`src/rtl/stack_with_multipop_defines.svh`:
```
// ----------------------------------------------------------------------------
// stack_with_multipop_defines.svh
// Assertion macros for the LIFO stack block; empty bodies under SYNTHESIS.
// ----------------------------------------------------------------------------
`ifndef STACK_WITH_MULTIPOP_DEFINES_SVH
`define STACK_WITH_MULTIPOP_DEFINES_SVH

`ifndef SYNTHESIS

// Check a condition at every clock edge outside reset
`define STK_ASSERT(lbl, cond, msg) \
    lbl: assert property (@(posedge clk) disable iff (!rst_n) (cond)) else $error(msg);

// Check that an antecedent implies a consequent in the same cycle
`define STK_ASSERT_IMPL(lbl, ante, cons, msg) \
    lbl: assert property (@(posedge clk) disable iff (!rst_n) (ante) |-> (cons)) \
        else $error(msg);

`else

`define STK_ASSERT(lbl, cond, msg)
`define STK_ASSERT_IMPL(lbl, ante, cons, msg)

`endif

`endif

```
`src/rtl/stk_pkg.sv`:
```
// ----------------------------------------------------------------------------
// stk_pkg
// Shared constants, codes and controller/datapath types of the LIFO stack.
// ----------------------------------------------------------------------------
`default_nettype none

package stk_pkg;

    // Storage geometry
    localparam int DEPTH  = 64;
    localparam int ADDR_W = (DEPTH > 1) ? $clog2(DEPTH) : 1;

    // Fixed field widths
    localparam int CNT_W = 7;
    localparam int VAL_W = 32;
    localparam int OP_W  = 2;
    localparam int ST_W  = 3;

    typedef enum logic [OP_W-1:0] {
        OP_PUSH     = 2'd0,
        OP_POP      = 2'd1,
        OP_MULTIPOP = 2'd2,
        OP_CLEAR    = 2'd3
    } opcode_t;

    typedef enum logic [ST_W-1:0] {
        ST_OK      = 3'd0,
        ST_FULL    = 3'd1,
        ST_EMPTY   = 3'd2,
        ST_ZERO    = 3'd3,
        ST_CLEARED = 3'd4
    } status_t;

    // Datapath operations issued by the controller
    typedef enum logic [2:0] {
        CMD_NONE,
        CMD_PUSH,
        CMD_STATUS,
        CMD_CLEAR,
        CMD_READ,
        CMD_POP
    } dp_cmd_t;

    typedef struct packed {
        logic    load;
        dp_cmd_t cmd;
        status_t status;
    } ctrl_cmd_t;

    typedef struct packed {
        opcode_t op;
        logic    empty;
        logic    full;
        logic    cnt_zero;
        logic    cnt_over;
        logic    rem_one;
        logic    out_free;
    } dp_stat_t;

endpackage

`default_nettype wire

```
`src/rtl/stk_ctrl.sv`:
```
// ----------------------------------------------------------------------------
// stk_ctrl
// Stack controller: accepts a request, picks the outcome from datapath
// status, and sequences one pop per cycle for pop and multipop while the output is free.
// ----------------------------------------------------------------------------
`default_nettype none

module stk_ctrl import stk_pkg::*;
(
    input  wire logic     clk,
    input  wire logic     rst_n,
    input  wire logic     in_valid,
    output logic          in_ready,
    input  wire dp_stat_t stat,
    output ctrl_cmd_t     cmd
);

    typedef enum logic [1:0] {
        S_IDLE,
        S_DECIDE,
        S_POP
    } state_t;

    state_t state_reg, state_next;

    assign in_ready = (state_reg == S_IDLE);

    // Choose the datapath operation and the next state
    always_comb
    begin
        state_next = state_reg;
        cmd.load   = 1'b0;
        cmd.cmd    = CMD_NONE;
        cmd.status = ST_OK;
        unique case (state_reg)
            S_IDLE:
            begin
                if (in_valid)
                begin
                    cmd.load   = 1'b1;
                    state_next = S_DECIDE;
                end
            end
            S_DECIDE:
            begin
                unique case (stat.op)
                    OP_PUSH:
                    begin
                        if (stat.out_free)
                        begin
                            state_next = S_IDLE;
                            if (stat.full)
                            begin
                                cmd.cmd    = CMD_STATUS;
                                cmd.status = ST_FULL;
                            end
                            else
                            begin
                                cmd.cmd = CMD_PUSH;
                            end
                        end
                    end
                    OP_POP:
                    begin
                        if (!stat.empty)
                        begin
                            cmd.cmd    = CMD_READ;
                            state_next = S_POP;
                        end
                        else if (stat.out_free)
                        begin
                            cmd.cmd    = CMD_STATUS;
                            cmd.status = ST_EMPTY;
                            state_next = S_IDLE;
                        end
                    end
                    OP_MULTIPOP:
                    begin
                        if (!stat.cnt_zero && !stat.empty && !stat.cnt_over)
                        begin
                            cmd.cmd    = CMD_READ;
                            state_next = S_POP;
                        end
                        else if (stat.out_free)
                        begin
                            state_next = S_IDLE;
                            if (stat.cnt_zero)
                            begin
                                cmd.cmd    = CMD_STATUS;
                                cmd.status = ST_ZERO;
                            end
                            else if (stat.empty)
                            begin
                                cmd.cmd    = CMD_STATUS;
                                cmd.status = ST_EMPTY;
                            end
                            else
                            begin
                                cmd.cmd = CMD_CLEAR;
                            end
                        end
                    end
                    OP_CLEAR:
                    begin
                        if (stat.out_free)
                        begin
                            state_next = S_IDLE;
                            if (stat.empty)
                            begin
                                cmd.cmd    = CMD_STATUS;
                                cmd.status = ST_EMPTY;
                            end
                            else
                            begin
                                cmd.cmd = CMD_CLEAR;
                            end
                        end
                    end
                    default:
                    begin
                    end
                endcase
            end
            S_POP:
            begin
                if (stat.out_free)
                begin
                    cmd.cmd = CMD_POP;
                    if (stat.rem_one)
                    begin
                        state_next = S_IDLE;
                    end
                end
            end
            default:
            begin
                state_next = S_IDLE;
            end
        endcase
    end

    // Hold state
    always_ff @(posedge clk or negedge rst_n)
    begin
        if (!rst_n)
        begin
            state_reg <= S_IDLE;
        end
        else
        begin
            state_reg <= state_next;
        end
    end

endmodule

`default_nettype wire

```
`config.mk`:
```
export PLATFORM = sky130hd
export DESIGN_NAME = stk_ctrl
export DESIGN_NICKNAME = d
export VERILOG_FILES = /design/src/rtl/stack_with_multipop_defines.svh /design/src/rtl/stk_pkg.sv /design/src/rtl/stk_ctrl.sv
export SDC_FILE = /design/constraint.sdc
export NUM_CORES = 1
export LEC_CHECK = 0
export BUFFER_PORTS_ARGS = -buffer_cell sky130_fd_sc_hd__buf_4
export CAP_MARGIN = 20
export CORE_AREA = 2 2 39 41
export CTS_BUF_LIST = sky130_fd_sc_hd__clkbuf_16
export CTS_CLUSTER_DIAMETER = 50
export DETAILED_ROUTE_END_ITERATION = 12
export DIE_AREA = 0 0 41 43
export SYNTH_ARGS = -nofsm -noshare
export SYNTH_HDL_FRONTEND = slang
export SYNTH_SLANG_ARGS = --single-unit
```
`constraint.sdc`:
```
create_clock -name clk -period 3 [get_ports clk]
set_clock_uncertainty 0.1 [all_clocks]
set_input_delay 0.3 -clock clk [delete_from_list [all_inputs] [get_ports clk]]
set_output_delay 0.3 -clock clk [all_outputs]
set_load 0.02 [all_outputs]
```
# Yosys cells after proc, flatten, opt, wreduce, memory -nomap -nowiden
# Index checks and enable logic that the tools add are counted.
[totals]
regBits = 2
inputBits = 11
out_inout_bits = 8
wordCells = 45
[op_classes]
eq_ne = 8
muxes = 27
reduce_logical = 9
[ops]
columns = ["cell", "n"]
rows = [
  ["one-hot mux 6 bit (4 select lines)", 1],
  ["2-to-1 mux 3 bit", 6],
  ["2-to-1 mux 6 bit", 3],
  ["2-to-1 mux 2 bit", 8],
  ["one-hot mux 2 bit (3 select lines)", 2],
  ["2-to-1 mux 5 bit", 2],
  ["equality test 2 bit, second input constant", 3],
  ["inequality test 2 bit, second input constant", 3],
  ["one-hot mux 3 bit (2 select lines)", 1],
  ["equality test 2 x 1 -> 1 bit, second input constant", 2],
  ["logical NOT 2 bit", 2],
  ["2-to-1 mux 1 bit", 4],
  ["logical NOT 1 bit", 3],
  ["AND reduction 3 bit", 1],
  ["logical AND 1 bit", 2],
  ["OR reduction 2 bit", 1],
]

# Longest topological paths before layout
# Gate-level depths: netlist of the first run.
[logic_depth]
depth_word = 6
ltp_mapped = 5
depth_no_buf = 5

# Worst setup path before layout of the first run
# OpenSTA, ideal clock, no wires.
[synth_path]
path_kind = "register to output"
startpoint = "reg state_reg[1]"
endpoint = "out cmd[1] (netlist bit)"
t_arrival_ps = 1424
required_ps = 2600
slack_ps = 1176
path_stages_with_launch = 5
path_buffers = 0
path_cell_list = "dfrtp_1 > inv_1 > ha_1 > nand2_1 > nor4_1"
[synth_rtl]
columns = ["item", "line", "source"]
rows = [
  ["start, declared", "stk_ctrl.sv:24", "state_t state_reg, state_next;"],
  ["start signal, assigned", "stk_ctrl.sv:151", "state_reg <= state_next;"],
  ["end, declared", "stk_ctrl.sv:15", "output ctrl_cmd_t cmd"],
]

==> results of run 1 <==
report_power, final:
part | internal, uW | total [uW] | switching, uW
Sequential | 36.8 | 46.4 | 9.56
Combinational | 95.1 | 207 | 112
Clock | 170 | 199 | 29.7
Total | 301 | 452 | 151
final timing paths:
| path | startpoint | to | depth (start not counted) |
|---|---|---|---|
| max | state_reg[0] | cmd[3] | 5 |
| min | rst_n | state_reg[0] | 2 |
| max reg2reg | state_reg[0] | state_reg[0] | 5 |
| min reg2reg | state_reg[1] | state_reg[1] | 1 |
| max in group asynchronous | rst_n | state_reg[1] | 2 |
| min in group clk | in_valid | state_reg[0] | 3 |
cell usage in the layout (no fill, tap or decap):
cell type,count
and2b_4,1
a21o_1,1
o221ai_1,1
a221oi_2,1
inv_1,8
o31ai_2,2
nand3b_1,1
o2bb2ai_1,1
nand2_1,5
conb_1,1
buf_4,17
a32o_1,1
nor4_1,1
o211ai_1,1
a21oi_1,4
a221oi_1,1
a21bo_2,1
o21ai_0,2
ha_1,8
dlygate4sd3_1,1
a211oi_1,1
nand3_1,2
and2_1,1
and4bb_1,1
a21boi_1,1
nor3b_1,2
nand2b_1,1
dfrtp_1,2
and2b_2,1
nor3_1,1
clkbuf_16,3
metrics by stage:
| stage | util | worst slack (ns) | std cells | hold slack [ns] | power [uW] |
|---|---|---|---|---|---|
| 3_3_place_gp | 0.422 | 1.16 | 87 | -0.0160 | 250 |
| 4_1_cts | 0.484 | 1.10 | 91 | 0.306 | 457 |
| 6_report | 0.484 | 1.12 | 91 | 0.331 | 452 |
| 3_5_place_dp | 0.422 | 1.12 | 87 | -0.0149 | 253 |
| 5_1_grt | 0.484 | 0.965 | 91 | 0.336 | 479 |
| 2_1_floorplan | - | 1.18 | 55 | -0.0956 | 185 |
cell families (layout without fill, tap and decap cells):
logic type,count (synthesis),after routing,synth area share
AOI/OAI and AO/OA,18,18,0.330
DFF,2,2,0.113
other,1,1,0.00844
adders and majority gates,8,8,0.225
buffers and inverters,9,29,0.0845
and+or+nand+nor,17,17,0.239
per-layer routing:
layer,track usage,wire (um)
met5,0,0
met4,0.0800,0
met3,0.0471,49
met2,0.234,525
met1,0.148,510
timing repair:
action                                  CTS  global route
hold buffers                              1             0
endpoints found under the hold margin     2             0
endpoints found under the setup margin    0             0
synthesized netlist by cell type:
| master | n |
|---|---|
| conb_1 | 1 |
| nand3b_1 | 1 |
| nand2b_1 | 1 |
| a221oi_1 | 1 |
| a21oi_1 | 4 |
| a21o_1 | 1 |
| o211ai_1 | 1 |
| nor3_1 | 1 |
| nand3_1 | 2 |
| o21ai_0 | 2 |
| o2bb2ai_1 | 1 |
| o221ai_1 | 1 |
| a21bo_2 | 1 |
| a221oi_2 | 1 |
| a211oi_1 | 1 |
| nor3b_1 | 2 |
| a32o_1 | 1 |
| dfrtp_1 | 2 |
| inv_1 | 8 |
| and4bb_1 | 1 |
| and2b_4 | 1 |
| ha_1 | 8 |
| o31ai_2 | 2 |
| buf_4 | 1 |
| and2b_2 | 1 |
| nand2_1 | 5 |
| nor4_1 | 1 |
| a21boi_1 | 1 |
| and2_1 | 1 |
area by class of cell:
class                      instances  area share
timing repair buffer              18       0.206
clock buffer                       3       0.112
tap                               16      0.0299
multi-input combinational         44       0.533
sequential                         2      0.0748
inverter                           8      0.0449
worst reg2reg max path, stage by stage (launching register included):
cell and delay [ns]:
dfrtp_1 0.40, inv_1 0.09, ha_1 0.19, a21bo_2 0.26, a21o_1 0.17, a32o_1 0.20
==> results_dict.tcl, run 1 <==
set metrics [dict create \
    htreeDepth 1 \
    setup.worst_path.end_class "output port" \
    ios 19 \
    ys_seq_elements 2 \
    synth_nets 74 \
    drv_slew 0 \
    worstPathMaxFanout 4 \
    rsz0062_at_grt "false" \
    synth_cells 55 \
    clock_sinks 2 \
    syn_area_per_cell_um2 8.08 \
    layout.nets 96 \
    hold_path_class "in2async" \
    grt_start_max_net_pins 9 \
    design_area_um2 669 \
    core-area_mm2 0.00138 \
    cpMaxStageDelayCell "dfrtp_1" \
    routedWlPerCell_um 11.9 \
    drt_wl_total_um 1090 \
    critical_path_buf_inv_count 2 \
    row_count 14 \
    worstSetupStartpointType "flop" \
    yosysWarnings 0 \
    grt_pass1_vias 412 \
    start_util 0.321 \
    min_period_over_period 0.626 \
    syn-cell-area_um2 444 \
    portBuffers 17 \
    cts_tree "done" \
    drive_above_1_share 0.347 \
    path_cells "inv_1 -> ha_1 -> nand2_1 -> o31ai_2 -> buf_4" \
    die_w_um 41 \
    p_leak_uw 0.000328 \
    num_antenna_cells 0 \
    hpwl_um 833 \
    cp_top_family "flip-flops" \
    max-cap-violations 0 \
    dieArea_mm2 0.00176 \
    ff2ff_setup_slack_ns 1.46 \
    cp.required_ns 2.60 \
    drtPass1Iterations 3 \
    track_usage 0.143 \
    max_freq_mhz 533 \
    vias 452 \
    syn_to_final_growth_pct 50.7 \
    cts_root_buf "clkbuf_16" \
    via_per_inst 4.97 \
    cts_buffer_depth 2 \
    drc_errors 0 \
    grt_first_pass_wirelength_um 1680 \
    clock_latency_ns 0.22 \
    ant_nets 0 \
    die_h_um 43 \
    synth.top_cell.area_share 0.225 \
    synth_area_leaders "ha_1 23%, dfrtp_1 11%, inv_1 6.8%" \
    p_per_area_mw_per_mm2 676 \
    worst-setup-path-type "reg2out" \
    hold_viol_final 0 \
    ir_drop_mv 0.527 \
    cts_resized 0 \
    seq_area_frac_synth 0.113 \
    postCtsSetupRepairBufs 0 \
    outcome "completed" \
    regArea_um2 50.0 \
    dpl-instance-area_um2 584 \
    clk_pin_slew_ns 0.03 \
    slowest_delay_ns 0.39 \
    setup_violations 0 \
    drtIter0Drc 8 \
    synth.distinct_cells 29 \
    yosysTopAreaCell "ha_1" \
    arrival_ns 1.48 \
    gp_routability_congestion 0.739 \
    antenna_found_initial 0 \
    fillerInstances 129 \
    multi_input_area_um2 357 \
    largest_reg_flops 2 \
    layout_min_cycle_time_ns 1.88 \
    setup_tns_ns 0 \
    grt.overflow.total 0 \
    numCtsBuffers 3 \
]
(Power assumes the default switching activity.)
==> inputs of run 2 (changes only) <==
- ABC_AREA: not set -> 1
- clock period: 3 -> 1.57 ns (I/O delays scaled with it)
==> results_dict.tcl, run 2 <==
set metrics [dict create \
    ant_nets 0 \
    cpMaxStageDelayCell "dfrtp_1" \
    antenna_found_initial 0 \
    yosysTopAreaCell "ha_1" \
    max_freq_mhz 626 \
    ir_drop_mv 1.27 \
    grt_pass1_vias 516 \
    synth-edff-count 0 \
    r2r_end "state_reg[1]" \
    max-cap-violations 0 \
    clock_latency_ns 0.22 \
    yosysWarnings 0 \
    core-area_mm2 0.00138 \
    worstSetupStartpointType "flop" \
    synth.distinct_cells 20 \
    hold_path_class "in2reg" \
    path_cells "inv_2 -> ha_4 -> nand2_2 -> o21ai_2 -> nand2_1 -> a21oi_2 -> buf_4" \
    outcome "complete, but fails checks" \
    setup.worst_path.end_class "output port" \
    min_path_cells 4 \
    synth_top_flop_cell "dfrtp_1" \
    hold_viol_final 0 \
    async_flop_share 1.00 \
    yosys-top-cells-count "25 x nand2_1, 13 x inv_1, 8 x ha_1, 8 x nand3_1" \
    vias 556 \
    grt_first_pass_wirelength_um 1940 \
    cts_buffer_depth 2 \
    min-delay-start "in_valid" \
    cp.required_ns 1.31 \
    cp_top_family "flip-flops" \
    syn-cell-area_um2 475 \
    arrival_ns 1.34 \
    setup_violations 1 \
    ios 19 \
    worstPathMaxFanout 5 \
    setup_ws_ns -0.0274 \
    p_per_area_mw_per_mm2 1410 \
    syn_area_per_cell_um2 6.02 \
    drtPass1Iterations 4 \
    synth_area_leaders "ha_1 21%, nand2_1 20%, dfrtp_1 11%" \
    yosysMostFrequentCell "nand2_1" \
    synth_cells 79 \
    cts_root_buf "clkbuf_16" \
    start_util 0.344 \
    dp_slack_ns 0.0623 \
    drt_wl_total_um 1210 \
    synth.top_cell.area_share 0.211 \
    largest_reg_flops 2 \
    ys_seq_elements 2 \
    num_antenna_cells 0 \
    drv_slew 0 \
    seq_area_frac_synth 0.105 \
    final_cell_mix "22 x buf_4, 21 x nand2_1, 10 x inv_1, 8 x nand3_1, 5 x ha_1" \
    via_per_inst 4.63 \
    grt.overflow.total 0 \
    dieArea_mm2 0.00176 \
    grt_start_max_net_pins 13 \
    slowest_delay_ns 0.38 \
    whs_endpoint "state_reg[1]" \
    numCtsBuffers 3 \
    clock_sinks 2 \
    critical_path_buf_inv_count 2 \
    cts_tree "done" \
    fin_cells 120 \
    hpwl_um 861 \
    fin_util 0.573 \
    dpl-instance-area_um2 612 \
    portBuffers 17 \
    design_area_um2 793 \
    layout.nets 125 \
    r2r-start "state_reg[1]" \
    reg2regPathDepth 10 \
    drtIter0Drc 7 \
    drc_errors 0 \
    layout_min_cycle_time_ns 1.60 \
    track_usage 0.154 \
    row_count 14 \
    drive_above_1_share 0.423 \
    syn_to_final_growth_pct 66.8 \
    p_leak_uw 0.000424 \
    die_w_um 41 \
    die_h_um 43 \
    htreeDepth 1 \
    dp.cells 111 \
    routedWlPerCell_um 10.1 \
    min_period_over_period 1.02 \
    worst-setup-path-type "reg2out" \
    failed_checks "negative setup slack" \
    ff2ff_setup_slack_ns 0.12 \
    gp_routability_congestion 0.805 \
    rsz0062_at_grt "true" \
    layout_commonest_cell "buf_4" \
    clk_pin_slew_ns 0.03 \
    synth_nets 98 \
]
==> run 2: cell types whose count changed after synthesis, sizes merged, moves of 2 or more <==
cell,delta
nand2,+20
nand4,+2
nor2,+5
inv,+6
nor3b,-2
a221oi,-2
nand3,+7
o31ai,-2
and2b,-2
==> run 2: area by class of cell <==
class                      instances  area [um^2]
fill                             137          591
inverter                          15         56.3
timing repair buffer              24          186
multi-input combinational         60          405
sequential                         2         50.0
clock buffer                       3         75.1
tap                               16         20.0
==> run 2: per-layer routing <==
| metal | wire length [um] | vias up | track usage |
|---|---|---|---|
| met2 | 622 | 12 | 0.256 |
| met1 | 530 | 244 | 0.190 |
| met4 | 17 | 0 | 0.0600 |
| met5 | 0 | - | 0 |
| met3 | 41 | 2 | 0.0157 |
| li1 | - | 298 | - |
==> run 2: logic make-up (layout without fill, tap and decap cells) <==
logic type | Yosys count | in the layout | synth area share
buf+inv | 17 | 42 | 0.158
other cells | 1 | 1 | 0.00789
compound gates | 10 | 10 | 0.134
fa+ha+maj | 8 | 8 | 0.211
simple gates | 41 | 41 | 0.384
flops | 2 | 2 | 0.105
==> run 2: metrics by stage <==
stage	power, uW	hold slack (ns)	setup TNS (ns)
2_1_floorplan	403	-0.239	0
3_3_place_gp	539	-0.160	0
3_5_place_dp	544	-0.161	0
4_1_cts	1030	0.150	-0.0253
5_1_grt	1190	0.187	-0.129
6_report	1120	0.148	-0.0274
==> run 2: worst max-delay path by stage <==
stage / start / to / slack (ns) / depth (start not counted)
floorplan: state_reg[0] / state_reg[1] / 0.11 / 9
CTS: state_reg[1] / cmd[3] / -0.02 / 7
global route: state_reg[1] / cmd[3] / -0.10 / 7
detailed placement: state_reg[1] / cmd[3] / 0.06 / 7
finish: state_reg[1] / cmd[3] / -0.03 / 7
global placement: state_reg[1] / cmd[3] / 0.12 / 7
==> run 2: report_power, final <==
| part | switching, uW | leakage (uW) | total [uW] | internal (uW) |
|---|---|---|---|---|
| Sequential | 26.0 | 0.0000254 | 98.0 | 71.9 |
| Clock | 54.9 | 0.0000370 | 379 | 324 |
| Combinational | 343 | 0.000362 | 641 | 298 |
| Total | 424 | 0.000424 | 1120 | 693 |
==> run 2: worst register-to-register path, stage by stage, from the launching register on <==
cell,delay (ns)
dfrtp_1,0.38
inv_2,0.09
buf_4,0.13
ha_4,0.14
inv_1,0.05
o21ai_2,0.17
inv_1,0.06
nand2_1,0.06
nand2_1,0.05
nand2_1,0.06
nand2_1,0.05
==> run 2: what timing repair did <==
item,CTS,global route
pin swaps,1,2
hold endpoints to repair,2,0
gates resized for setup,6,9
hold buffers,1,0
setup buffers,3,2
endpoints found under the setup margin,5,5
==> inputs of run 3 (changes only) <==
- PLACE_DENSITY_LB_ADDON: not set -> 0.12
==> results_dict.tcl, run 3 (synthesis results as in run 2) <==
set metrics [dict create \
    critical_path_buf_inv_count 2 \
    start_util 0.344 \
    cts_tree "done" \
    worst-setup-path-type "reg2out" \
    cp_top_family "flip-flops" \
    die_w_um 41 \
    core-area_mm2 0.00138 \
    min_period_over_period 1.00 \
    layout.nets 123 \
    r2r-start "state_reg[0]" \
    cts_root_buf "clkbuf_16" \
    setup_violations 1 \
    cts_buffer_depth 2 \
    numCtsBuffers 3 \
    p_leak_uw 0.000415 \
    cp.required_ns 1.31 \
    gp_routability_congestion 0.745 \
    drtIter0Drc 8 \
    grt_pass1_vias 475 \
    reg2regPathDepth 9 \
    row_count 14 \
    design_area_um2 759 \
    p_per_area_mw_per_mm2 1360 \
    htreeDepth 1 \
    failed_checks "negative setup slack" \
    dpl-instance-area_um2 612 \
    use_met2 0.238 \
    antenna_found_initial 0 \
    use_met3 0.0157 \
    drc_errors 0 \
    fin_util 0.549 \
    vias 547 \
    layout_min_cycle_time_ns 1.57 \
    ios 19 \
    power.total_uw 1030 \
    arrival_ns 1.32 \
    grt.overflow.total 0 \
    path_cells "inv_2 -> ha_4 -> nand2_2 -> o21ai_2 -> nand2_1 -> a21oi_2 -> buf_4" \
    hpwl_um 858 \
    grtUsageMet1 0.167 \
    startpoint "state_reg[1]" \
    fillerInstances 139 \
    drtPass1Iterations 4 \
    largest_reg_flops 2 \
    track_usage 0.141 \
    ant_nets 0 \
    portBuffers 17 \
    ir_drop_mv 1.06 \
    ff2ff_setup_slack_ns 0.08 \
    cp.depth 7 \
    rsz0062_at_grt "true" \
    grt_start_max_net_pins 13 \
    clk_pin_slew_ns 0.03 \
    drive_above_1_share 0.382 \
    cpMaxStageDelayCell "dfrtp_1" \
    hold_viol_final 0 \
    dieArea_mm2 0.00176 \
    final_cell_mix "22 x nand2_1, 20 x buf_4, 10 x inv_1, 8 x nand3_1, 6 x ha_1" \
    worstPathMaxFanout 5 \
    setup.worst_path.end_class "output port" \
    worstSetupStartpointType "flop" \
    grt_first_pass_wirelength_um 1730 \
    via_per_inst 4.64 \
    multi_input_area_um2 387 \
    drv_slew 0 \
    clock_sinks 2 \
    outcome "complete, but fails checks" \
    clock_latency_ns 0.22 \
    slowest_delay_ns 0.37 \
    max_freq_mhz 636 \
    regArea_um2 50.0 \
    max-cap-violations 0 \
    busiest_layer "met2" \
    syn_to_final_growth_pct 59.7 \
    die_h_um 43 \
    hold_path_class "in2async" \
    drt_wl_total_um 1100 \
    routedWlPerCell_um 9.33 \
    num_antenna_cells 0 \
    layout_commonest_cell "nand2_1" \
    setup_ws_ns -0.00211 \
]
==> run 3: changes by cell type in the layout (fill, tap and decap cells not counted) <==
cell,change
a21oi_1,+1
nand2_2,-1
buf_4,-2
ha_1,+1
a21oi_2,-1
nand2_1,+1
ha_4,-1
==> run 3: through the flow <==
step | worst slack [ns] | hold slack, ns | instances | setup TNS [ns]
detailed placement | 0.0462 | -0.160 | 111 | 0
global route | -0.0719 | 0.157 | 118 | -0.111
floorplan | 0.108 | -0.239 | 79 | 0
CTS | -0.0158 | 0.144 | 117 | -0.0158
finish | -0.00211 | 0.149 | 118 | -0.00211
global placement | 0.100 | -0.160 | 111 | 0
==> run 3: path summary, 6_finish.rpt <==
path | endpoint
max | cmd[3]
min | state_reg[1]
max reg2reg | state_reg[1]
min reg2reg | state_reg[0]
max in group asynchronous | state_reg[0]
min in group clk | state_reg[1]
==> run 3: worst register-to-register path: stages (launching register included) <==
cell	delay [ns]
dfrtp_1	0.42
inv_2	0.12
ha_1	0.22
inv_1	0.07
o21ai_2	0.17
inv_1	0.06
nand2_1	0.06
nand2_1	0.05
nand2_1	0.06
nand2_1	0.05
==> run 3: final cells by class <==
| type | instances | share of cell area |
|---|---|---|
| inverters | 15 | 0.0741 |
| repair buffers | 22 | 0.226 |
| multi-input cells | 60 | 0.509 |
| well taps | 16 | 0.0264 |
| flip-flops and latches | 2 | 0.0659 |
| clock buffers | 3 | 0.0988 |
==> run 3: repair_timing <==
| action | 4_1_cts | 5_1_grt |
|---|---|---|
| hold buffers | 1 | 0 |
| hold endpoints to repair | 2 | 0 |
| pin swaps | 1 | 1 |
| resized for setup | 4 | 8 |
| endpoints found under the setup margin | 5 | 5 |
| buffers inserted | 2 | 1 |
==> run 3: report_power, final <==
part           total [uW]  internal (uW)  switching, uW
Sequential           95.5           71.9           23.6
Clock                 377            324           53.1
Combinational         560            247            313
==> run 3: routing by layer <==
metal  part of all wire  vias to the layer above
li1                   -                      297
met1               0.47                      241
met2               0.50                        9
met3              0.037                        0
met4                  0                        0
met5                  0                        -
